--- config.mk ---
export PLATFORM = sky130hd
export DESIGN_NAME = tpag_cfg
export DESIGN_NICKNAME = d
export VERILOG_FILES = /design/src/design/tpag_pkg.sv /design/src/design/tpag_cfg.sv
export SDC_FILE = /design/constraint.sdc
export NUM_CORES = 2
export LEC_CHECK = 0
export ABC_AREA = 1
export BUFFER_PORTS_ARGS = -buffer_cell sky130_fd_sc_hd__clkbuf_2
export CORE_MARGIN = 1.5
export CORE_UTILIZATION = 40
export DETAILED_ROUTE_END_ITERATION = 6
export HOLD_SLACK_MARGIN = 0.02
export SYNTH_ARGS = -nofsm -noshare
export SYNTH_HDL_FRONTEND = slang
export SYNTH_SLANG_ARGS = --single-unit
export TNS_END_PERCENT = 10
--- constraint.sdc ---
create_clock -name clk_i -period 9.5 [get_ports clk_i]
set_clock_uncertainty 0.15 [all_clocks]
set_input_delay 0.95 -clock clk_i [delete_from_list [all_inputs] [get_ports clk_i]]
set_output_delay 0.95 -clock clk_i [all_outputs]
set_load 0.005 [all_outputs]
--- src/design/tpag_pkg.sv ---
`timescale 1ns / 1ps
// ----------------------------------------------------------------------------
// tpag_pkg
// Shared widths, register indexes, struct types and a helper function for the
// tensor permute address generator.
// ----------------------------------------------------------------------------
package tpag_pkg;

  // tensor geometry
  localparam int AXES     = 4;
  localparam int MAX_AXES = 4;
  localparam int DIM_BITS = 12;
  localparam int SIZE_W   = 13;
  localparam int EXT_W    = DIM_BITS + 1;
  localparam int CMP_W    = (SIZE_W > EXT_W) ? SIZE_W : EXT_W;
  localparam int OFF_W    = 48;
  localparam int ELEM_W   = 64;
  localparam int ORDER_W  = 8;
  localparam int FIELD_W  = 2;

  // configuration port
  localparam int REG_IDX_W = 3;
  localparam int CFG_W     = 13;

  localparam logic [REG_IDX_W-1:0] REG_SIZE_AXIS_ZERO  = 3'd0;
  localparam logic [REG_IDX_W-1:0] REG_SIZE_AXIS_ONE   = 3'd1;
  localparam logic [REG_IDX_W-1:0] REG_SIZE_AXIS_TWO   = 3'd2;
  localparam logic [REG_IDX_W-1:0] REG_SIZE_AXIS_THREE = 3'd3;
  localparam logic [REG_IDX_W-1:0] REG_AXIS_ORDER      = 3'd4;

  localparam logic [SIZE_W-1:0]  SIZE_RESET  = 13'd1;
  localparam logic [ORDER_W-1:0] ORDER_RESET = 8'hE4;  // identity order

  // queue depths (powers of two, pointers wrap naturally)
  localparam int MID_DEPTH = 4;
  localparam int MID_PTR_W = $clog2(MID_DEPTH);
  localparam int OUT_DEPTH = 8;
  localparam int OUT_PTR_W = $clog2(OUT_DEPTH);

  typedef logic [DIM_BITS-1:0] pos_t;
  typedef logic [EXT_W-1:0]    ext_t;
  typedef logic [OFF_W-1:0]    off_t;

  // configuration view shared by front and back
  typedef struct packed {
    ext_t [MAX_AXES-1:0] ext;
    off_t [MAX_AXES-1:0] stride;
    logic                order_bad;
    logic                busy;
  } cfg_t;

  // classified transaction between front and back
  typedef struct packed {
    pos_t [MAX_AXES-1:0] pos;
    logic                last;
    logic [ELEM_W-1:0]   elem;
  } mid_t;

  // finished result
  typedef struct packed {
    off_t              off;
    logic [ELEM_W-1:0] elem;
    logic              last;
    logic              err;
  } res_t;

  // effective extent of source axis k: zero acts as one, oversize saturates,
  // unused leading axes act as one
  function automatic ext_t ext_clamp(input logic [SIZE_W-1:0] sz, input int unsigned k);
    logic [CMP_W-1:0] s;
    logic [CMP_W-1:0] lim;
    ext_t             e;
    s   = CMP_W'(sz);
    lim = CMP_W'(1) << DIM_BITS;
    if (k < MAX_AXES - AXES) begin
      e = EXT_W'(1);
    end else if (s == '0) begin
      e = EXT_W'(1);
    end else if (s > lim) begin
      e = lim[EXT_W-1:0];
    end else begin
      e = s[EXT_W-1:0];
    end
    return e;
  endfunction

endpackage

--- src/design/tpag_cfg.sv ---
`timescale 1ns / 1ps
// ----------------------------------------------------------------------------
// tpag_cfg
// Configuration registers and destination stride sequencer. After reset and
// after any write to registers 0-4 the strides are rebuilt, one axis per cycle.
// ----------------------------------------------------------------------------
module tpag_cfg (
  input  logic                             clk_i,
  input  logic                             rst_ni,
  input  logic                             cfg_we_i,
  input  logic [tpag_pkg::REG_IDX_W-1:0]   cfg_index_i,
  input  logic [tpag_pkg::CFG_W-1:0]       cfg_data_i,
  output tpag_pkg::cfg_t                   cfg_o
);

  logic [tpag_pkg::SIZE_W-1:0]  size_q [tpag_pkg::MAX_AXES];
  logic [tpag_pkg::ORDER_W-1:0] order_q;
  logic                         busy_q, busy_d;
  logic [tpag_pkg::FIELD_W-1:0] step_q, step_d;
  tpag_pkg::off_t               run_q, run_d;
  tpag_pkg::off_t               stride_q [tpag_pkg::MAX_AXES];

  tpag_pkg::ext_t [tpag_pkg::MAX_AXES-1:0] ext;
  logic [tpag_pkg::MAX_AXES-1:0]           seen;
  logic [tpag_pkg::FIELD_W-1:0]            src;
  logic [tpag_pkg::OFF_W+tpag_pkg::EXT_W-1:0] mul_full;
  logic                                    wr_hit;

  // effective extents
  always_comb begin
    for (int k = 0; k < tpag_pkg::MAX_AXES; k++) begin
      ext[k] = tpag_pkg::ext_clamp(size_q[k], k);
    end
  end

  // permutation check
  always_comb begin
    seen = '0;
    for (int i = 0; i < tpag_pkg::MAX_AXES; i++) begin
      seen[order_q[i*tpag_pkg::FIELD_W +: tpag_pkg::FIELD_W]] = 1'b1;
    end
  end

  // source axis of the destination axis being walked, running product
  assign src      = order_q[{step_q, 1'b0} +: tpag_pkg::FIELD_W];
  assign mul_full = run_q * ext[src];

  assign wr_hit = cfg_we_i && (cfg_index_i <= tpag_pkg::REG_AXIS_ORDER);

  // sequencer next state
  always_comb begin
    busy_d = busy_q;
    step_d = step_q;
    run_d  = run_q;
    if (wr_hit) begin
      busy_d = 1'b1;
      step_d = tpag_pkg::FIELD_W'(tpag_pkg::MAX_AXES - 1);
      run_d  = tpag_pkg::OFF_W'(1);
    end else if (busy_q) begin
      run_d = mul_full[tpag_pkg::OFF_W-1:0];
      if (step_q == '0) begin
        busy_d = 1'b0;
      end else begin
        step_d = step_q - 1'b1;
      end
    end
  end

  // registers and sequencer state
  always_ff @(posedge clk_i or negedge rst_ni) begin
    if (!rst_ni) begin
      for (int k = 0; k < tpag_pkg::MAX_AXES; k++) begin
        size_q[k] <= tpag_pkg::SIZE_RESET;
      end
      order_q <= tpag_pkg::ORDER_RESET;
      busy_q  <= 1'b1;
      step_q  <= tpag_pkg::FIELD_W'(tpag_pkg::MAX_AXES - 1);
      run_q   <= tpag_pkg::OFF_W'(1);
    end else begin
      if (cfg_we_i) begin
        unique case (cfg_index_i)
          tpag_pkg::REG_SIZE_AXIS_ZERO:  size_q[0] <= cfg_data_i;
          tpag_pkg::REG_SIZE_AXIS_ONE:   size_q[1] <= cfg_data_i;
          tpag_pkg::REG_SIZE_AXIS_TWO:   size_q[2] <= cfg_data_i;
          tpag_pkg::REG_SIZE_AXIS_THREE: size_q[3] <= cfg_data_i;
          tpag_pkg::REG_AXIS_ORDER:      order_q   <= cfg_data_i[tpag_pkg::ORDER_W-1:0];
          default: ;
        endcase
      end
      busy_q <= busy_d;
      step_q <= step_d;
      run_q  <= run_d;
    end
  end

  // stride store, written one axis per cycle
  always_ff @(posedge clk_i) begin
    if (busy_q && !wr_hit) begin
      stride_q[src] <= run_q;
    end
  end

  // configuration view
  always_comb begin
    for (int k = 0; k < tpag_pkg::MAX_AXES; k++) begin
      cfg_o.stride[k] = stride_q[k];
    end
    cfg_o.ext       = ext;
    cfg_o.order_bad = (seen != '1);
    cfg_o.busy      = busy_q;
  end

`ifndef SYNTHESIS
  // a rebuild in progress runs to its last axis
  assert property (@(posedge clk_i) disable iff (!rst_ni)
    (busy_q && !cfg_we_i && step_q != '0) |=> busy_q)
    else $error("stride rebuild ended early");
`endif

endmodule

# After elaboration in Yosys (flattened, before gate mapping)
# Memories as Yosys holds them, arrays and structs flattened.
# Cells that the tools add are included.
# totals
ff_bits,111
latchBits,0
mem_bits_rw,192
romBits,0
in_bits,19
n_memories,1
# classes
n_addsub,1
multipliers,1
div,0
n_lt_le_gt_ge,14
n_eq_ne,6
shifts,1
mux,28
n_bitwise,3
reduce_logical,20
# memory_table
name,depth,width,read_ports,rd_clocked_by_memory_dff,wr,line,rtl
stride_q,4,48,4,0,1,tpag_cfg.sv:21,tpag_pkg::off_t stride_q [tpag_pkg::MAX_AXES];
# op_table
cell,count
$mux W13,9
$mux W48,2
$gt A13 B13 Y1 const B,4
$logic_not A13 Y1,4
$mul A48 B13 Y48,1
$bmux W13 S2,1
$lt A2 B3 Y1 const B,5
$or A4 B4 Y4,3
$reduce_and A2 Y1,6
$mux W1,9
$demux W1 S2,4
$ge A2 B1 Y1 const B,4
$shiftx A8 B4 Y2,1
$eq A3 B2 Y1 const B,2
$logic_and A1 B1 Y1,6
$mux W2,3
$ne A4 B4 Y1 const B,1
$eq A3 B1 Y1 const B,1
$eq A3 B3 Y1 const B,1
$le A3 B3 Y1 const B,1
$logic_not A3 Y1,1
$logic_not A2 Y1,1
$ne A2 B2 Y1 const B,1
$reduce_bool A2 Y1,1
other kinds (2),2

# Longest topological paths before layout
# depth
depth_word,8
mapped_depth,40
ltp_nobuf,39

# Worst setup path before layout
# No wires, ideal clock.
# synth_path
path_type,register to register
start,reg step_q[0] (netlist name)
end,reg run_q[46]
t_arrival_ns,6.242
setup_slack_ns,2.974
path_stages_with_launch,36
n_path_buf,2
synth_period_minus_slack_ns,6.526
path_cell_list,dfstp_2 -> inv_2 -> nand2_1 -> nand3_4 -> nand2_8 -> nand2_4 -> or2_1 -> nand2_4 -> nor2_8 -> inv_1 -> buf_2 -> buf_1 -> nor2_1 -> fa_1 -> inv_1 -> fa_1 -> inv_1 -> fa_1 -> fa_1 -> inv_1 -> fa_1 -> inv_1 -> ha_1 -> a21oi_1 -> inv_1 -> a31oi_1 -> a21boi_0 -> o21ai_0 -> a21oi_1 -> inv_1 -> a21oi_1 -> inv_1 -> nand2_1 -> nand2_1 -> o21ai_0 -> o21ai_0
# synth_between
elab_chain_cells,6
# synth_lines
item,line,rtl
from (decl),tpag_cfg.sv:19,"logic [tpag_pkg::FIELD_W-1:0] step_q, step_d;"
from (signal assigned),tpag_cfg.sv:77,step_q <= tpag_pkg::FIELD_W'(tpag_pkg::MAX_AXES - 1);
from (signal assigned),tpag_cfg.sv:91,step_q <= step_d;
$shiftx A8 B4 Y2,tpag_cfg.sv:45,"assign src = order_q[{step_q, 1'b0} +: tpag_pkg::FIELD_W];"
$bmux W13 S2,tpag_cfg.sv:46,assign mul_full = run_q * ext[src];
$mux W13 (not written as such),tpag_cfg.sv:46,
$mul A48 B13 Y48,tpag_cfg.sv:46,
$mux W48,tpag_cfg.sv:59,end else if (busy_q) begin
$mux W48,tpag_cfg.sv:55,if (wr_hit) begin
to (signal assigned),tpag_cfg.sv:78,run_q <= tpag_pkg::OFF_W'(1);
to (signal assigned),tpag_cfg.sv:92,run_q <= run_d;
to (decl),tpag_cfg.sv:20,"tpag_pkg::off_t run_q, run_d;"
# Every way passes these cells. The select of a mux whose other input is x is not followed.
# A chain may end at the register's enable or synchronous reset.

# Worst setup path in the final report
# Same ends and word-level chain as after synthesis.

==> results.ini <==
[placement]
dp_slack_ns = 1.40
hpwl_um = 63000
place.gp.congestion = 0.932
place_inst = 4065
port_buffers = 264

[yosys]
async_flop_share_pct = 36.6
synth_top_area_cell = fa_1
synth_edf_count = 192
syn_area_sq_um = 27300
ys.flop_type = edfxtp_1
avgSynthCellArea_sq_um = 9.06
post-synth-top-count-cell = inv_1
synth_seq_area_share_pct = 31.4
synth_cell_type_count = 51
yosysWarnings = 0
synthCells = 3011
syn-num-nets = 3533
ys_top_cells_by_area = fa_1 (32%), edfxtp_1 (21%), inv_1 (9.8%)
synth_top_cells_by_count = inv_1 (712), nand2_1 (616), fa_1 (433), nor2_1 (353), edfxtp_1 (192)
synth_seq_cells = 303
yosys.area.top_type_share_pct = 31.8

[clocking]
max-clock-path-buffers = 3
cts_sinks = 303
post_cts_buffers = 0
postCtsHoldBufs = 0
cts_root_buf = clkbuf_16
cts_tree = yes
htreeDepth = 2
ctsResizeCount = 0
cts.clk_slew.worst_paths_ns = 0.07
cts_buffers = 37
clk-insertion-delay-late_ns = 0.58

[timing]
tns_ns = 0
min_period_ns = 8.24
setup_violations = 0
tightest_slew_ns = 1.17
layout_setup_ws_ns = 1.26
rsz0062_at_grt = false
slew_viol_final = 0
finalHoldViolCount = 0
slew_headroom_pct = 22.0
finalCritPeriodShare_pct = 86.8
clock.fmax_mhz = 121

[setup_path]
worstPathArrival_ns = 8.54
cp-startpoint = step_q[0]
cp_max_fo = 21
path_class = flop to flop
cp_slowest_stage_delay_ns = 0.79
worst_path_max_delay_cell = inv_1
crit_top_cell = inv_1
critPathCaptureType = flop
cp-start-kind = flop
required_ns = 9.80
worst_r2r_startpoint = step_q[0]

[grt]
first_global_vias = 21900
grt_overflow_total = 0
grt_max_degree = 67
grtUsageTotal_pct = 24.0
grt_pass1_wl_um = 128000
antenna_found_initial = 0

[die]
io_pins = 265
start_util_pct = 40.5
die_x_um = 264
die_h_um = 264
rows = 95
die_area_sq_um = 69800
coreArea_sq_um = 67300

[job]
cap_violations = 0

[layout]
syn2layout_area_growth_pct = 13.3
fill_cells = 6485
instances_no_fill = 4133
antenna_cells = 0
fin_nets = 3753
drive_above_1_share_pct = 12.4

[routing]
routed_wl_um = 81800
drt-initial-drc-count = 1626
drc = 0
vias = 21000
antenna_left = 0
wl_per_cell_um = 19.8
drt_pass1_iterations = 5
vias_per_cell = 5.07

[outcome]
status = complete, no violations

[min_path]
hold_path.class = input port to asynchronous set/reset pin

## flip-flops by register name (all words and copies together) (netlist names)
name / cells
order_q: 8
busy_q: 1
run_q: 48
stride_q: 192
step_q: 2
size_q: 52
## path summary, 6_finish.rpt
path	end	slack [ns]	cells past startpoint
hold / removal	size_q[12]	0.22	1
setup reg to reg	run_q[46]	1.26	34
min in group clk_i	run_q[19]	0.33	2
setup / recovery	run_q[46]	1.26	34
max in group asynchronous	run_q[22]	7.59	2
hold reg to reg	run_q[19]	0.33	2
## stage by stage
step,utilization [%],cell area [sq um],hold WS (ns)
6_report,45.9,30900,0.219
3_5_place_dp,43.8,29500,0.322
5_1_grt,45.9,30900,0.246
4_1_cts,45.9,30900,0.222
2_1_floorplan,-,27300,0.303
3_3_place_gp,43.8,29500,0.321
## logic make-up (layout without fill, tap and decap cells)
family	Yosys count	count (layout)	synth area share [%]
AO/OA/AOI/OAI	302	302	6.10
XOR/XNOR	8	8	0.257
AND/OR/NAND/NOR	1065	1065	15.7
adder cells (fa/ha/maj)	503	503	35.0
buffers and inverters	830	1079	11.5
flip-flops	303	303	31.4
## area by class of cell
| type | instances | area, sq um | area share [%] |
|---|---|---|---|
| multi-input combinational | 1878 | 15600 | 50.5 |
| sequential | 303 | 8560 | 27.7 |
| inverter | 723 | 2720 | 8.80 |
| tap | 873 | 1090 | 3.54 |
| clock buffer | 44 | 992 | 3.21 |
| clock inverter | 24 | 425 | 1.38 |
| timing repair buffer | 288 | 1500 | 4.87 |
## cells in the final DEF, fill, tap and decap left out, types with 8 or more instances in the layout
cell type | synthesis | final
clkbuf_2 | 0 | 263
o22ai_1 | 23 | 23
a21oi_1 | 87 | 87
nand2_1 | 616 | 616
buf_4 | 1 | 25
ha_1 | 70 | 70
edfxtp_1 | 192 | 192
a21boi_0 | 8 | 8
dfrtp_1 | 99 | 99
inv_1 | 712 | 712
nand3_1 | 53 | 53
o21ai_0 | 140 | 140
a31oi_1 | 12 | 12
clkbuf_16 | 0 | 37
dfstp_2 | 12 | 12
bufinv_16 | 0 | 9
nor2_1 | 353 | 349
fa_1 | 433 | 433
## routing by layer
| layer | global-route usage (%) | up-vias | routed length [um] |
|---|---|---|---|
| met3 | 4.14 | 157 | 5560 |
| li1 | - | 9426 | - |
| met5 | 0 | - | 0 |
| met1 | 31.4 | 10600 | 33700 |
| met2 | 40.2 | 774 | 39500 |
| met4 | 8.26 | 0 | 2940 |
## critical path: cells and delay by family (launching register included)
kind                     cells  cell delay [ns]
adder cells (fa/ha/maj)      6             2.85
buffers and inverters       10             1.79
AO/OA/AOI/OAI                9             1.66
AND/OR/NAND/NOR              9             1.05
flip-flops                   1             0.57
Power is left out: the tool's default activity adds up to more than one toggle a clock period on the data nets, which glitch-free logic cannot reach.
