==> config.mk <==
export PLATFORM = sky130hd
export DESIGN_NAME = tpag_front
export DESIGN_NICKNAME = d
export VERILOG_FILES = /design/src/design/tpag_pkg.sv /design/src/design/tpag_front.sv
export SDC_FILE = /design/constraint.sdc
export NUM_CORES = 1
export LEC_CHECK = 0
export BUFFER_PORTS_ARGS = -buffer_cell sky130_fd_sc_hd__buf_2
export CORE_ASPECT_RATIO = 0.7
export CORE_MARGIN = 3
export CORE_UTILIZATION = 55
export DETAILED_ROUTE_END_ITERATION = 10
export PLACE_DENSITY = 0.78
export SLEW_MARGIN = 15
export SYNTH_ARGS = -nofsm -noshare
export SYNTH_HDL_FRONTEND = slang
export SYNTH_SLANG_ARGS = --single-unit
==> constraint.sdc <==
create_clock -name clk_i -period 4.9 [get_ports clk_i]
set_input_delay 0 -clock clk_i [delete_from_list [all_inputs] [get_ports clk_i]]
set_output_delay 0 -clock clk_i [all_outputs]
set_load 0.01 [all_outputs]
==> src/design/tpag_pkg.sv <==
`timescale 1ns / 1ps
// ----------------------------------------------------------------------------
// tpag_pkg
// Shared widths, register indexes, struct types and a helper function for the
// tensor permute address generator.
// ----------------------------------------------------------------------------
package tpag_pkg;

  // tensor geometry
  localparam int AXES     = 4;
  localparam int MAX_AXES = 4;
  localparam int DIM_BITS = 12;
  localparam int SIZE_W   = 13;
  localparam int EXT_W    = DIM_BITS + 1;
  localparam int CMP_W    = (SIZE_W > EXT_W) ? SIZE_W : EXT_W;
  localparam int OFF_W    = 48;
  localparam int ELEM_W   = 64;
  localparam int ORDER_W  = 8;
  localparam int FIELD_W  = 2;

  // configuration port
  localparam int REG_IDX_W = 3;
  localparam int CFG_W     = 13;

  localparam logic [REG_IDX_W-1:0] REG_SIZE_AXIS_ZERO  = 3'd0;
  localparam logic [REG_IDX_W-1:0] REG_SIZE_AXIS_ONE   = 3'd1;
  localparam logic [REG_IDX_W-1:0] REG_SIZE_AXIS_TWO   = 3'd2;
  localparam logic [REG_IDX_W-1:0] REG_SIZE_AXIS_THREE = 3'd3;
  localparam logic [REG_IDX_W-1:0] REG_AXIS_ORDER      = 3'd4;

  localparam logic [SIZE_W-1:0]  SIZE_RESET  = 13'd1;
  localparam logic [ORDER_W-1:0] ORDER_RESET = 8'hE4;  // identity order

  // queue depths (powers of two, pointers wrap naturally)
  localparam int MID_DEPTH = 4;
  localparam int MID_PTR_W = $clog2(MID_DEPTH);
  localparam int OUT_DEPTH = 8;
  localparam int OUT_PTR_W = $clog2(OUT_DEPTH);

  typedef logic [DIM_BITS-1:0] pos_t;
  typedef logic [EXT_W-1:0]    ext_t;
  typedef logic [OFF_W-1:0]    off_t;

  // configuration view shared by front and back
  typedef struct packed {
    ext_t [MAX_AXES-1:0] ext;
    off_t [MAX_AXES-1:0] stride;
    logic                order_bad;
    logic                busy;
  } cfg_t;

  // classified transaction between front and back
  typedef struct packed {
    pos_t [MAX_AXES-1:0] pos;
    logic                last;
    logic [ELEM_W-1:0]   elem;
  } mid_t;

  // finished result
  typedef struct packed {
    off_t              off;
    logic [ELEM_W-1:0] elem;
    logic              last;
    logic              err;
  } res_t;

  // effective extent of source axis k: zero acts as one, oversize saturates,
  // unused leading axes act as one
  function automatic ext_t ext_clamp(input logic [SIZE_W-1:0] sz, input int unsigned k);
    logic [CMP_W-1:0] s;
    logic [CMP_W-1:0] lim;
    ext_t             e;
    s   = CMP_W'(sz);
    lim = CMP_W'(1) << DIM_BITS;
    if (k < MAX_AXES - AXES) begin
      e = EXT_W'(1);
    end else if (s == '0) begin
      e = EXT_W'(1);
    end else if (s > lim) begin
      e = lim[EXT_W-1:0];
    end else begin
      e = s[EXT_W-1:0];
    end
    return e;
  endfunction

endpackage

==> src/design/tpag_front.sv <==
`timescale 1ns / 1ps
// ----------------------------------------------------------------------------
// tpag_front
// Accepts elements, steps the source position counters, flags the last
// element and queues each transaction for the back end.
// ----------------------------------------------------------------------------
module tpag_front (
  input  logic                          clk_i,
  input  logic                          rst_ni,
  input  logic                          push_i,
  input  logic [tpag_pkg::ELEM_W-1:0]   element_in_i,
  output logic                          full_o,
  input  tpag_pkg::cfg_t                cfg_i,
  input  logic                          mid_pop_i,
  output logic                          mid_empty_o,
  output tpag_pkg::mid_t                mid_head_o
);

  tpag_pkg::pos_t                   pos_q [tpag_pkg::MAX_AXES];
  tpag_pkg::mid_t                   mem_q [tpag_pkg::MID_DEPTH];
  logic [tpag_pkg::MID_PTR_W-1:0]   wr_ptr_q, rd_ptr_q;
  logic [tpag_pkg::MID_PTR_W:0]     cnt_q;

  logic [tpag_pkg::MAX_AXES-1:0]    at_end;
  logic [tpag_pkg::MAX_AXES-1:0]    inc_en;
  logic                             accept;
  logic                             pop_ok;
  tpag_pkg::mid_t                   entry;

  assign full_o = (cnt_q == (tpag_pkg::MID_PTR_W+1)'(tpag_pkg::MID_DEPTH)) || cfg_i.busy;
  assign accept = push_i && !full_o;
  assign pop_ok = mid_pop_i && (cnt_q != '0);

  // end-of-axis detection and carry chain from the innermost axis
  always_comb begin
    for (int k = 0; k < tpag_pkg::MAX_AXES; k++) begin
      at_end[k] = tpag_pkg::EXT_W'(pos_q[k]) >= (cfg_i.ext[k] - tpag_pkg::EXT_W'(1));
    end
    inc_en[tpag_pkg::MAX_AXES-1] = 1'b1;
    for (int k = tpag_pkg::MAX_AXES - 1; k > 0; k--) begin
      inc_en[k-1] = inc_en[k] && at_end[k];
    end
  end

  // classified transaction
  always_comb begin
    for (int k = 0; k < tpag_pkg::MAX_AXES; k++) begin
      entry.pos[k] = pos_q[k];
    end
    entry.last = &at_end;
    entry.elem = element_in_i;
  end

  // position counters and queue pointers
  always_ff @(posedge clk_i or negedge rst_ni) begin
    if (!rst_ni) begin
      for (int k = 0; k < tpag_pkg::MAX_AXES; k++) begin
        pos_q[k] <= '0;
      end
      wr_ptr_q <= '0;
      rd_ptr_q <= '0;
      cnt_q    <= '0;
    end else begin
      if (accept) begin
        for (int k = 0; k < tpag_pkg::MAX_AXES; k++) begin
          if (inc_en[k]) begin
            pos_q[k] <= at_end[k] ? '0 : pos_q[k] + 1'b1;
          end
        end
        wr_ptr_q <= wr_ptr_q + 1'b1;
      end
      if (pop_ok) begin
        rd_ptr_q <= rd_ptr_q + 1'b1;
      end
      if (accept && !pop_ok) begin
        cnt_q <= cnt_q + 1'b1;
      end else if (!accept && pop_ok) begin
        cnt_q <= cnt_q - 1'b1;
      end
    end
  end

  // queue storage
  always_ff @(posedge clk_i) begin
    if (accept) begin
      mem_q[wr_ptr_q] <= entry;
    end
  end

  assign mid_empty_o = (cnt_q == '0);
  assign mid_head_o  = mem_q[rd_ptr_q];

`ifndef SYNTHESIS
  // queue never overfills
  assert property (@(posedge clk_i) disable iff (!rst_ni)
    cnt_q <= (tpag_pkg::MID_PTR_W+1)'(tpag_pkg::MID_DEPTH))
    else $error("front queue overflow");

  // an accepted transaction without a pop grows the queue by one
  assert property (@(posedge clk_i) disable iff (!rst_ni)
    (accept && !pop_ok) |=> cnt_q == $past(cnt_q) + 1'b1)
    else $error("front queue count lost a transaction");
`endif

endmodule

# Word level (Yosys, flattened, before mapping)

Memories as Yosys holds them, arrays and structs flattened.
Index checks and enable logic that the tools add are counted.

Eq/ne operators: 1
Reduce and logical (&&, ||, !) cells: 17
Magnitude comparators: 4
Add/sub/neg operators: 12
Mux-type cells: 8

Operators with widths:

| cell                                               | number |
|---|---|
| greater-or-equal comparator 12 x 13 -> 1 bit       | 4 |
| subtractor 13 x 1 -> 13 bit, second input constant | 4 |
| adder 12 x 1 -> 12 bit, second input constant      | 4 |
| two-way mux 12 bit                                 | 4 |
| logical AND 1 bit                                  | 6 |
| two-way mux 3 bit                                  | 2 |
| AND reduction 2 bit                                | 3 |
| adder 2 x 1 -> 2 bit, second input constant        | 2 |
| AND reduction 4 bit                                | 1 |
| adder 3 x 1 -> 3 bit, second input constant        | 1 |
| == test 3 bit, second input constant               | 1 |
| zero test 1 bit                                    | 3 |
| zero test 3 bit                                    | 1 |
| nonzero test 3 bit                                 | 1 |
| subtractor 3 x 1 -> 3 bit, second input constant   | 1 |
| two-way mux 1 bit                                  | 2 |
| nonzero test 2 bit                                 | 1 |
| logical OR 1 bit                                   | 1 |

Bits in registers: 55
Memories kept: 1
RAM bits: 452
Output and inout port bits: 115

Memory list:

| name  | words | width | rd ports | clocked after memory_dff | wr ports | line             | text |
|---|---|---|---|---|---|---|---|
| mem_q | 4     | 113   | 1        | 0                        | 1        | tpag_front.sv:20 | `tpag_pkg::mid_t mem_q [tpag_pkg::MID_DEPTH];` |

# Depth between registers and ports, before layout

Gate-level depths: netlist (run 1).

Depth after elaboration: 8
Mapped depth: 16

# Worst setup path after synthesis (run 1)

OpenSTA, ideal clock, no wires.

Path type: flip-flop to flip-flop
Start point: register cnt_q[0] in the netlist's numbering
End point: memory mem_q[1][0] in the netlist's numbering (enable)
Path buffers: 0
Required time: 4.414 ns
Path slack: 0.983 ns
Data arrival time: 3.431 ns
Period minus slack after synthesis: 3.917 ns
Cell stages (with the launch flop): 4
Cell sequence: dfrtp_1 > nor2_1 > a21oi_1 > and3_1

Cells in the longest elaborated chain, start to end: 6

Ends and longest elaborated chain:

| item                                    | line             | text |
|---|---|---|
| start, declared                         | tpag_front.sv:22 | `logic [tpag_pkg::MID_PTR_W:0] cnt_q;` |
| start signal, assigned                  | tpag_front.sv:76 | `cnt_q <= cnt_q + 1'b1;` |
| start signal, assigned                  | tpag_front.sv:78 | `cnt_q <= cnt_q - 1'b1;` |
| == test 3 bit                           | tpag_front.sv:30 | `assign full_o = (cnt_q == (tpag_pkg::MID_PTR_W+1)'(tpag_pkg::MID_DEPTH)) \|\| cfg_i.busy;` |
| logical OR 1 bit                        | tpag_front.sv:30 |  |
| zero test 1 bit                         | tpag_front.sv:31 | `assign accept = push_i && !full_o;` |
| logical AND 1 bit                       | tpag_front.sv:31 |  |
| two-way mux 1 bit                       | tpag_front.sv:85 | `if (accept) begin` |
| two-way mux 1 bit (not written as such) | tpag_front.sv:86 | `mem_q[wr_ptr_q] <= entry;` |
| end, declared                           | tpag_front.sv:20 |  |

Every way passes these cells.

# Worst setup path after layout (run 1)

Start point: input port cfg_i[207] in the netlist's numbering
End point: register pos_q (netlist bit entry[76])

Cells in the longest elaborated chain, start to end: 4

Ends and longest elaborated chain:

| item                                         | line             | text |
|---|---|---|
| start, declared                              | tpag_front.sv:13 | `input tpag_pkg::cfg_t cfg_i,` |
| subtractor 13 x 1 -> 13 bit                  | tpag_front.sv:37 | `at_end[k] = tpag_pkg::EXT_W'(pos_q[k]) >= (cfg_i.ext[k] - tpag_pkg::EXT_W'(1));` |
| greater-or-equal comparator 12 x 13 -> 1 bit | tpag_front.sv:37 |  |
| logical AND 1 bit                            | tpag_front.sv:41 | `inc_en[k-1] = inc_en[k] && at_end[k];` |
| AND reduction 2 bit (no line)                | --               |  |
| end signal, assigned by index                | tpag_front.sv:67 | `pos_q[k] <= at_end[k] ? '0 : pos_q[k] + 1'b1;` |
| end, declared                                | tpag_front.sv:19 | `tpag_pkg::pos_t pos_q [tpag_pkg::MAX_AXES];` |

Every way passes these cells.
A chain may end at the register's enable or synchronous reset.

==> results of run 1 <==
==> what timing repair did <==
action / 4_1_cts / 5_1_grt
hold buffers: 67 / 0
hold endpoints to repair: 315 / 0
setup endpoints to repair: 0 / 0
buffers inserted: 0 / 0
==> where the power goes <==
group / switching (mW) / leakage [nW] / internal, mW / total, mW
logic: 1.65 / 3.31 / 1.46 / 3.12
registers: 0.300 / 4.85 / 5.16 / 5.46
clock network: 1.58 / 0.746 / 1.95 / 3.53
total: 3.53 / 8.90 / 8.58 / 12.1
==> critical path, cell delays in order <==
cell and delay, ns:
buf_2 0.10, inv_1 0.07, ha_1 0.20, or4b_2 0.63, or2_2 0.34, nor3_1 0.20, xnor2_1 0.11, ha_1 0.29
and4_1 0.23, o2111ai_1 0.16, a31oi_2 0.21, buf_4 0.18, and4_1 0.17, buf_4 0.25, nand2_1 0.33, o311ai_0 0.48
==> through the flow <==
| stage | utilization (%) | instance area [um^2] |
|---|---|---|
| after floorplan | - | 20940 |
| after global placement | 61.01 | 22790 |
| after detailed placement | 61.01 | 22790 |
| after CTS | 66.81 | 24960 |
| after global routing | 66.82 | 24960 |
| final | 66.83 | 24960 |
==> cells by family (layout without fill, tap and decap cells) <==
logic type	Yosys count	count (layout)	share of synthesized area [%]
compound gates	125	125	3.789
simple gates	207	207	5.438
mux	117	117	12.36
other cells	0	3	0
fa+ha+maj	62	62	3.741
buf+inv	58	427	1.058
flops	507	507	71.40
xor+xnor	53	53	2.217
==> synthesized netlist by cell type (18+ instances only) <==
master / instances / share of area, %
nand2_1: 31 / 0.56
nand2b_1: 18 / 0.54
nor2_1: 35 / 0.63
nor3_1: 18 / 0.43
xnor2_1: 37 / 1.5
inv_1: 24 / 0.43
edfxtp_1: 452 / 65
o21ai_0: 45 / 1.1
a21oi_1: 24 / 0.57
ha_1: 61 / 3.6
nand3_1: 23 / 0.55
and3_1: 18 / 0.54
mux4_2: 113 / 12
dfrtp_1: 55 / 6.6
==> sequential cells by signal, summed over array words and instances, names as in the netlist <==
register	flops
cnt_q	3
entry	48
mem_q	452
rd_ptr_q	2
wr_ptr_q	2
==> placed cells by master, fill, tap and decap left out, types with 8 or more instances in the layout <==
master and count:
edfxtp_1 452, buf_2 235, mux4_2 113, dlygate4sd3_1 67
ha_1 61, dfrtp_1 53, clkbuf_16 47, o21ai_0 45
xnor2_1 37, nor2_1 35, nand2_1 31, inv_1 24
a21oi_1 24, nand3_1 23, nor3_1 18, nand2b_1 18
xor2_1 16, clkinv_2 15, and3_1 14, o31ai_1 11
clkbuf_1 11, nand4_1 10, or3_1 9, nor4_1 9
or4_1 8
==> worst max-delay path by stage <==
stage                    start     endpoint  slack, ns  depth (start not counted)
floorplan             cnt_q[0]  mem_q[1][0]       0.98                          3
global placement    cfg_i[207]    entry[76]       1.05                         16
detailed placement  cfg_i[207]    entry[76]       0.82                         16
CTS                 cfg_i[207]    entry[76]       1.40                         16
global route        cfg_i[207]    entry[76]       1.21                         16
finish              cfg_i[207]    entry[76]       1.38                         16
==> per-layer routing <==
layer	vias up	part of all wire (%)
met5	-	0.045
met4	4	2.0
met3	64	7.8
met2	446	47
met1	6054	43
li1	5249	-
==> cell type report <==
| type | instances | area, um^2 | area share, % |
|---|---|---|---|
| diodes | 3 | 7.507 | 0.03007 |
| clock buffers | 65 | 1314 | 5.263 |
| clock inverters | 23 | 181.4 | 0.7268 |
| inverters | 25 | 93.84 | 0.3759 |
| multi-input cells | 564 | 5787 | 23.18 |
| flip-flops and latches | 507 | 14960 | 59.92 |
| well taps | 488 | 610.6 | 2.446 |
| repair buffers | 314 | 2012 | 8.060 |
==> impl_metrics.toml, run 1 <==
[power_and_ir_drop]
totalPowerFinal_mw = 12.11
p_leak_nw = 8.902
powerDensity_mw_per_mm2 = 485.3
vdd_ir_drop_max_uv = 302.9

[final_layout]
nNetsFinal = 1835
stdcell_count = 1989
layout-drive-gt1-share_pct = 30.31
fill_cells = 2431
area.growth.synth_to_final_pct = 19.22

[timing]
finClkSkew_ns = 0.01364
tightest_slew_ns = 0.9532
setup_tns_ns = 0
rsz0062_at_grt = "false"
hold_slack_ns = 0.05051
setup_viol = 0
finalHoldViolations = 0
maxSlewViolCount = 0
relSlewSlack_pct = 36.45
fin_crit_sh_pct = 71.92
worst_slack_ns = 1.376
min_period_ns = 3.524
fmax_mhz = 283.8

[global_routing]
antenna_found_initial = 4
grt_use_met2_pct = 36.16
grt_max_degree = 81
grtUsageMet3_pct = 4.808
busiest_layer = "met2"
grt.total_usage_pct = 23.11
grt_pass1_wl_mm = 71.31
gr-usage-met1_pct = 33.89
grt_pass1_vias = 12170
gr-total-overflow = 0

[yosys]
syn_nets = 1505
synth_area_mm2 = 0.02094
synth_edf_count = 452
yosysWarnings = 0
ys_seq_area_share_pct = 71.40
async_flop_share_pct = 10.85
ys.flop_type = "edfxtp_1"
synth_area_per_cell_um2 = 18.55
ys_types = 60
postSynthCellCount = 1129
synth_seq_cells = 507

[clock_tree]
clock_latency_ns = 0.57
ctsResizeCount = 0
cts_buffers = 47
clkTransAtPathRegs_ns = 0.06
cts_buffer_depth = 3
cts_max_level = 2
tritoncts = "yes"
cts_root_buf = "clkbuf_16"
clock_sinks = 507

[worst_hold_path]
hold_path.startpoint = "cfg_i[232]"
hold-path-cell-count = 6
whs_endpoint = "entry[85]"
hp-class = "input port to flop"

[route]
vias_per_cell = 5.941
route.detailed.drc = 0
wl_mm = 46.49
drtAntennaViolNets = 0
dr.first_iter.drc_count = 1062
avgRoutedWirePerCell_um = 23.37
vias = 11820
drt-pass1-iter-count = 5

[worst_setup_path]
cp.required_ns = 5.34
crit_arrival_ns = 3.96
worstSetupStartpointType = "input port"
path_max_fanout = 21
reg2reg_depth = 9
r2r_slack_ns = 1.67
reg2reg_from = "entry[98]"
endpoint_kind = "flop"
rr_endpoint = "entry[76]"
crit_type = "input port to flop"

[floorplanning]
num_rows = 59
die_width_um = 239.2
io_pins = 429
coreArea_mm2 = 0.03735
initial_core_util_pct = 56.05
dieArea_mm2 = 0.04048
die_y_um = 169.2

[flow_run]
maxCapViolCount = 0

[placed_design]
place_congestion = 0.8050
port_buffers = 235
pre_cts_slack_ns = 0.8194
dp_hpwl_mm = 28.74
dp_cells = 1831

[run_status]
status = "complete, no violations"
(Power assumes the default switching activity.)
==> run 2: changes to the inputs <==
--- a/config.mk
+++ b/config.mk
@@ -8,9 +8,9 @@
 export BUFFER_PORTS_ARGS = -buffer_cell sky130_fd_sc_hd__buf_2
 export CORE_ASPECT_RATIO = 0.7
 export CORE_MARGIN = 3
-export CORE_UTILIZATION = 55
+export CORE_UTILIZATION = 50
 export DETAILED_ROUTE_END_ITERATION = 10
-export PLACE_DENSITY = 0.78
+export PLACE_DENSITY = 0.75
 export SLEW_MARGIN = 15
 export SYNTH_ARGS = -nofsm -noshare
 export SYNTH_HDL_FRONTEND = slang
==> constraint.sdc (replaced) <==
create_clock -name clk_i -period 3.1 [get_ports clk_i]
set_input_delay 0 -clock clk_i [delete_from_list [all_inputs] [get_ports clk_i]]
set_output_delay 0 -clock clk_i [all_outputs]
set_load 0.01 [all_outputs]
==> run 2 against run 1 <==
  * Routed wire length shrank 5.2%
  * Hold slack gained 0.036 ns
  * Non-clock buffer count grew 27
  * Total power grew 60%
  * Highest routed layer unchanged
  * Critical path depth shrank 2
  * Die area grew 9.7%
  * Via count shrank 0.74%
  * Register-to-register slack lost 1.4 ns
  * Flip-flop and latch count is the same
  * Clock power grew 65%
==> impl_metrics.toml, run 2 (same netlist as run 1, synthesis figures left out) <==
[clock_tree]
cts_setup_buffers = 0
cts_max_level = 2
clock_latency_ns = 0.57
clkTransAtPathRegs_ns = 0.07
clock_sinks = 507
cts_buffer_depth = 3
tritoncts = "yes"
cts_buffers = 47
cts_root_buf = "clkbuf_16"

[global_routing]
antenna_found_initial = 2
grt.total_usage_pct = 19.88
grt_max_degree = 69
grt_pass1_vias = 11830
gr-total-overflow = 0
grt_pass1_wl_mm = 68.31

[placed_design]
place_congestion = 0.8004
port_buffers = 235
dp_hpwl_mm = 27.53
dp_cells = 1914

[power_and_ir_drop]
powerDensity_mw_per_mm2 = 762.1
internal-power_mw = 13.86
p_seq_share_pct = 43.7
vdd_ir_drop_max_uv = 436.2
combPwrFrac_pct = 26.2
p_leak_nw = 9.079
swShare_pct = 28.38
power.switching_mw = 5.494
p_clk_share_pct = 30.1

[timing]
finalHoldViolations = 0
tightest_slew_ns = 0.8348
finClkSkew_ns = 0.02054
setup_viol = 0
min_period_ns = 2.864
maxSlewViolCount = 0
setup_tns_ns = 0
fmax_mhz = 349.2
relSlewSlack_pct = 44.35
fin_crit_sh_pct = 92.38
rsz0062_at_grt = "false"
hold_slack_ns = 0.08670

[final_layout]
seqCellArea_mm2 = 0.01496
layout-drive-gt1-share_pct = 31.74
final_cell_mix = "edfxtp_1, buf_2, mux4_2"
multi_input_area_mm2 = 0.005789
fill_cells = 2933
area.growth.synth_to_final_pct = 21.32
final_common_cell = "edfxtp_1"
largest_reg_flops = 452
nNetsFinal = 1862
stdcell_count = 2070
top_register = "mem_q"
fin_util_pct = 61.66

[run_status]
status = "complete, no violations"

[route]
dr.first_iter.drc_count = 754
drt-pass1-iter-count = 4
vias = 11730
route.detailed.drc = 0
drtAntennaViolNets = 0
wl_mm = 44.09
avgRoutedWirePerCell_um = 21.30
vias_per_cell = 5.666

[floorplanning]
dieArea_mm2 = 0.04441
coreArea_mm2 = 0.04119
die_width_um = 250.6
initial_core_util_pct = 50.83
num_rows = 62
io_pins = 429
die_y_um = 177.2

[worst_setup_path]
cp_cell_sequence = "buf_2 > inv_1 > ha_1 > or4b_2 > or2_2 > nor3_1 > xnor2_1 > ha_1 > and4_1 > a22oi_1 > a31oi_2 > buf_4 > or2_2 > o41ai_1"
crit_slowest_cell = "or4b_2"
critPathLaunch = "cfg_i[207]"
r2r_slack_ns = 0.26
endpoint_kind = "flop"
critPathMaxStageDelay_ns = 0.61
path_max_fanout = 6
reg2reg_from = "entry[89]"
cp.required_ns = 3.54
crit_type = "input port to flop"
worstSetupStartpointType = "input port"
crit_arrival_ns = 3.31

[worst_hold_path]
hp-class = "input port to asynchronous set/reset pin"

[flow_run]
maxCapViolCount = 0
run 2: changes by cell type in the layout (fill, tap and decap cells not counted), moves of 2 or more:
cell,delta
bufinv_16,+4
clkinv_2,-2
clkbuf_8,-6
clkinvlp_4,+5
buf_4,+21
clkbuf_1,-8
clkinv_1,+6
diode_2,-2
buf_12,+6
run 2: final cells by class:
cell class / instances / share of cell area [%]
multi-input combinational: 564 / 22.79
clock inverter: 36 / 1.424
timing repair buffer: 341 / 9.014
tap: 544 / 2.680
antenna: 1 / 0.009852
clock buffer: 52 / 4.827
inverter: 25 / 0.3694
sequential: 507 / 58.88
run 2: what timing repair did:
action | in CTS | in global routing
endpoints found under the hold margin | 292 | 0
resized for setup | 0 | 1
setup endpoints to repair | 0 | 1
hold buffers | 67 | 0
run 2: routing by layer:
layer | vias up | global-route usage (%) | wire length (um)
met1 | 5988 | 28.27 | 19310
met5 | - | 0 | 13
li1 | 5308 | - | -
met2 | 368 | 31.52 | 20810
met4 | 2 | 4.905 | 947
met3 | 63 | 4.715 | 3010
run 2: power groups by stage:
stage | Clock [mW] | Sequential (mW) | Combinational [mW]
2_1_floorplan | 0 | 8.46 | 3.19
3_3_place_gp | 0 | 8.57 | 5.07
3_5_place_dp | 0 | 8.61 | 5.09
4_1_cts | 5.98 | 8.47 | 5.20
5_1_grt | 6.25 | 8.53 | 5.48
6_report | 5.83 | 8.46 | 5.07
run 2: critical path: cells and delay by family:
kind / cells / cell delay (ns)
AND/OR/NAND/NOR: 5 / 1.70
XOR/XNOR: 1 / 0.15
adder cells (fa/ha/maj): 2 / 0.47
AO/OA/AOI/OAI: 3 / 0.63
buffers and inverters: 3 / 0.36
run 2: path summary, 6_finish.rpt:
path                        endpoint  cells past startpoint
max                        entry[83]                     14
min                        entry[67]                      2
max reg2reg                entry[95]                     10
min reg2reg                 cnt_q[2]                      1
max in group asynchronous  entry[89]                      3
min in group clk_i         entry[66]                      6
run 2: metrics by stage:
stage	area, um^2	total power, mW	worst slack, ns
floorplan	20940	11.65	0.03720
global placement	23140	13.63	-0.1132
detailed placement	23140	13.70	-0.3131
CTS	25400	19.65	0.2814
global route	25400	20.25	0.03627
finish	25400	19.36	0.2363
==> run 3: changes to the inputs <==
--- a/config.mk
+++ b/config.mk
@@ -5,12 +5,14 @@
 export SDC_FILE = /design/constraint.sdc
 export NUM_CORES = 1
 export LEC_CHECK = 0
+export ABC_AREA = 1
 export BUFFER_PORTS_ARGS = -buffer_cell sky130_fd_sc_hd__buf_2
 export CORE_ASPECT_RATIO = 0.7
 export CORE_MARGIN = 3
-export CORE_UTILIZATION = 50
+export CORE_UTILIZATION = 52
+export CTS_BUF_LIST = sky130_fd_sc_hd__clkbuf_8
 export DETAILED_ROUTE_END_ITERATION = 10
-export PLACE_DENSITY = 0.75
+export PLACE_DENSITY = 0.77
 export SLEW_MARGIN = 15
 export SYNTH_ARGS = -nofsm -noshare
 export SYNTH_HDL_FRONTEND = slang
==> run 3 against run 2 <==
  * Sequential power grew 6.3%
  * Cell count increased by 35%
  * Clock-buffer cell count rose by 27
  * Core utilization is 1.1 points higher
  * Register-to-register slack better by 0.02 ns
  * Fmax down 0.71%
  * Highest routed layer is now met4
  * Total power rose by 8.8%
==> impl_metrics.toml, run 3 <==
[final_layout]
area.growth.synth_to_final_pct = 18.36
multi_input_area_mm2 = 0.006236
fin_util_pct = 62.81
seqCellArea_mm2 = 0.01496
finalInstanceArea_mm2 = 0.02592
fill_cells = 3043
top_register = "mem_q"
final_common_cell = "edfxtp_1"
stdcell_count = 2786
largest_reg_flops = 452
layout-drive-gt1-share_pct = 17.61
nNetsFinal = 2553
final_cell_mix = "edfxtp_1, nor2_1, o21ai_0"

[worst_setup_path]
critPathMaxStageDelay_ns = 0.69
critPathLaunch = "rd_ptr_q[0]"
crit_arrival_ns = 2.88
worstSetupStartpointType = "flop"
reg2reg_from = "cnt_q[0]"
cp.required_ns = 3.10
crit_slowest_cell = "dfrtp_4"
endpoint_kind = "output port"
crit_buf_inv = 3
cp_cell_sequence = "inv_8 > buf_4 > o21ai_0 > o22ai_1 > buf_2"
path_max_fanout = 65
critPathTopFamily = "buffers and inverters"
crit_type = "flop to output port"

[clock_tree]
cts_max_level = 3
cts_buffers = 76
clock_sinks = 507
tritoncts = "yes"
clock_latency_ns = 0.64
cts_root_buf = "clkbuf_8"
cts_buffer_depth = 3
clkTransAtPathRegs_ns = 0.06

[placed_design]
place_congestion = 0.8381
dp_cells = 2572
pre_cts_slack_ns = 0.3406
dp_hpwl_mm = 30.85
port_buffers = 235
placed_cell_area_mm2 = 0.02381

[power_and_ir_drop]
power.switching_mw = 7.878
combPwrFrac_pct = 33.8
p_seq_share_pct = 42.7
vdd_ir_drop_max_uv = 608.8
internal-power_mw = 13.19
totalPowerFinal_mw = 21.07
p_leak_nw = 9.854
p_clk_share_pct = 23.5
swShare_pct = 37.39
powerDensity_mw_per_mm2 = 812.9

[route]
vias_per_cell = 5.508
dr.first_iter.drc_count = 1543
vias = 15350
avgRoutedWirePerCell_um = 18.44
drt-pass1-iter-count = 5
wl_mm = 51.38
wl_met2_mm = 23.12
wl_met3_mm = 4.069
route.detailed.drc = 0
top_layer_used = "met4"
drtAntennaViolNets = 0
drt-met1-wl_mm = 23.35

[flow_run]
maxCapViolCount = 0

[yosys]
synth_fa_ha_area_share_pct = 3.577
synth_top_area_cell = "edfxtp_1"
synthTopCellsByArea = "edfxtp_1, dfrtp_1, o21ai_0, nor2_1, ha_1"
postSynthCellCount = 1848
ys.flop_type = "edfxtp_1"
syn_nets = 2224
synth_area_mm2 = 0.02190
synthSimpleGateAreaFrac_pct = 11.84
synth_most_common_cell = "edfxtp_1"
async_flop_share_pct = 10.85
synth_edf_count = 452
yosysWarnings = 0
synth-compound-area-share_pct = 10.11
synth_area_per_cell_um2 = 11.85
synth_common_cells = "edfxtp_1, nor2_1, o21ai_0"
ys_seq_area_share_pct = 68.26
synth_top_area_share_pct = 61.98
synthMuxAreaShare_pct = 0.05142
synth_seq_cells = 507
synth-xor-area-share_pct = 2.760
ys_types = 43
synth_top_family_by_area = "simple AND/OR/NAND/NOR gates"

[timing]
tightest_slew_ns = 0.9269
finalHoldViolations = 0
min_period_ns = 2.884
rsz0062_at_grt = "false"
worst_slack_ns = 0.2158
finClkSkew_ns = 0.02970
hold_slack_ns = 0.06070
fmax_mhz = 346.7
fin_crit_sh_pct = 93.04
setup_tns_ns = 0
relSlewSlack_pct = 38.21
maxSlewViolCount = 0
setup_viol = 0

[global_routing]
grt_max_degree = 69
grt_pass1_wl_mm = 80.09
grt_pass1_vias = 14980
gr-total-overflow = 0
grt.total_usage_pct = 23.01
antenna_found_initial = 4

[floorplanning]
die_width_um = 251.3
num_rows = 62
io_pins = 429
dieArea_mm2 = 0.04465
die_y_um = 177.7
coreArea_mm2 = 0.04127
initial_core_util_pct = 53.07

[run_status]
status = "complete, no violations"

[worst_hold_path]
hp-class = "input port to asynchronous set/reset pin"
[run 3: cell count changes after synthesis, moves of 79 or more]
| cell | delta |
|---|---|
| o22ai_1 | +112 |
| o21ai_0 | +210 |
| inv_1 | +79 |
| nor2_1 | +269 |
| nand2_1 | +150 |
| mux4_2 | -113 |
[run 3: logic make-up (layout without fill, tap and decap cells)]
family / after synthesis / in the layout
fa+ha+maj: 62 / 62
xor+xnor: 69 / 69
mux: 1 / 1
flops: 507 / 507
buf+inv: 190 / 579
simple gates: 612 / 612
compound gates: 407 / 407
other cells: 0 / 5
[run 3: what timing repair did]
action | 4_1_cts | 5_1_grt
endpoints found under the hold margin | 316 | 0
hold buffers | 71 | 0
resized for setup | 0 | 1
setup buffers | 0 | 0
endpoints found under the setup margin | 0 | 2
[run 3: final cells by class]
class,count,area share (%)
sequential,507,57.70
multi-input combinational,1151,24.06
timing repair buffer,335,8.650
clock buffer,79,4.195
tap,544,2.626
inverter,106,1.574
clock inverter,59,1.144
antenna,5,0.04827
[run 3: per-layer routing]
layer / track usage, % / vias up
li1: - / 7268
met1: 33.37 / 7398
met2: 35.26 / 612
met3: 5.347 / 67
met4: 6.303 / 0
met5: 0 / -
[run 3: final timing paths]
kind / end / slack [ns] / depth (start not counted)
worst max-delay path: mid_head_o[94] / 0.22 / 5
worst min-delay path: entry[83] / 0.06 / 2
worst max register to register: cnt_q[1] / 0.28 / 9
worst min register to register: cnt_q[2] / 0.51 / 1
max in group asynchronous: entry[99] / 2.22 / 3
min in group clk_i: entry[92] / 0.06 / 7
[run 3: power by group through the flow]
stage          Sequential (mW)  Clock [mW]  Combinational, mW
2_1_floorplan             8.91           0               4.21
3_3_place_gp              9.07           0               6.80
3_5_place_dp              9.12           0               6.98
4_1_cts                   8.98        5.06               7.08
5_1_grt                   9.08        5.37               7.81
6_report                  8.99        4.95               7.13
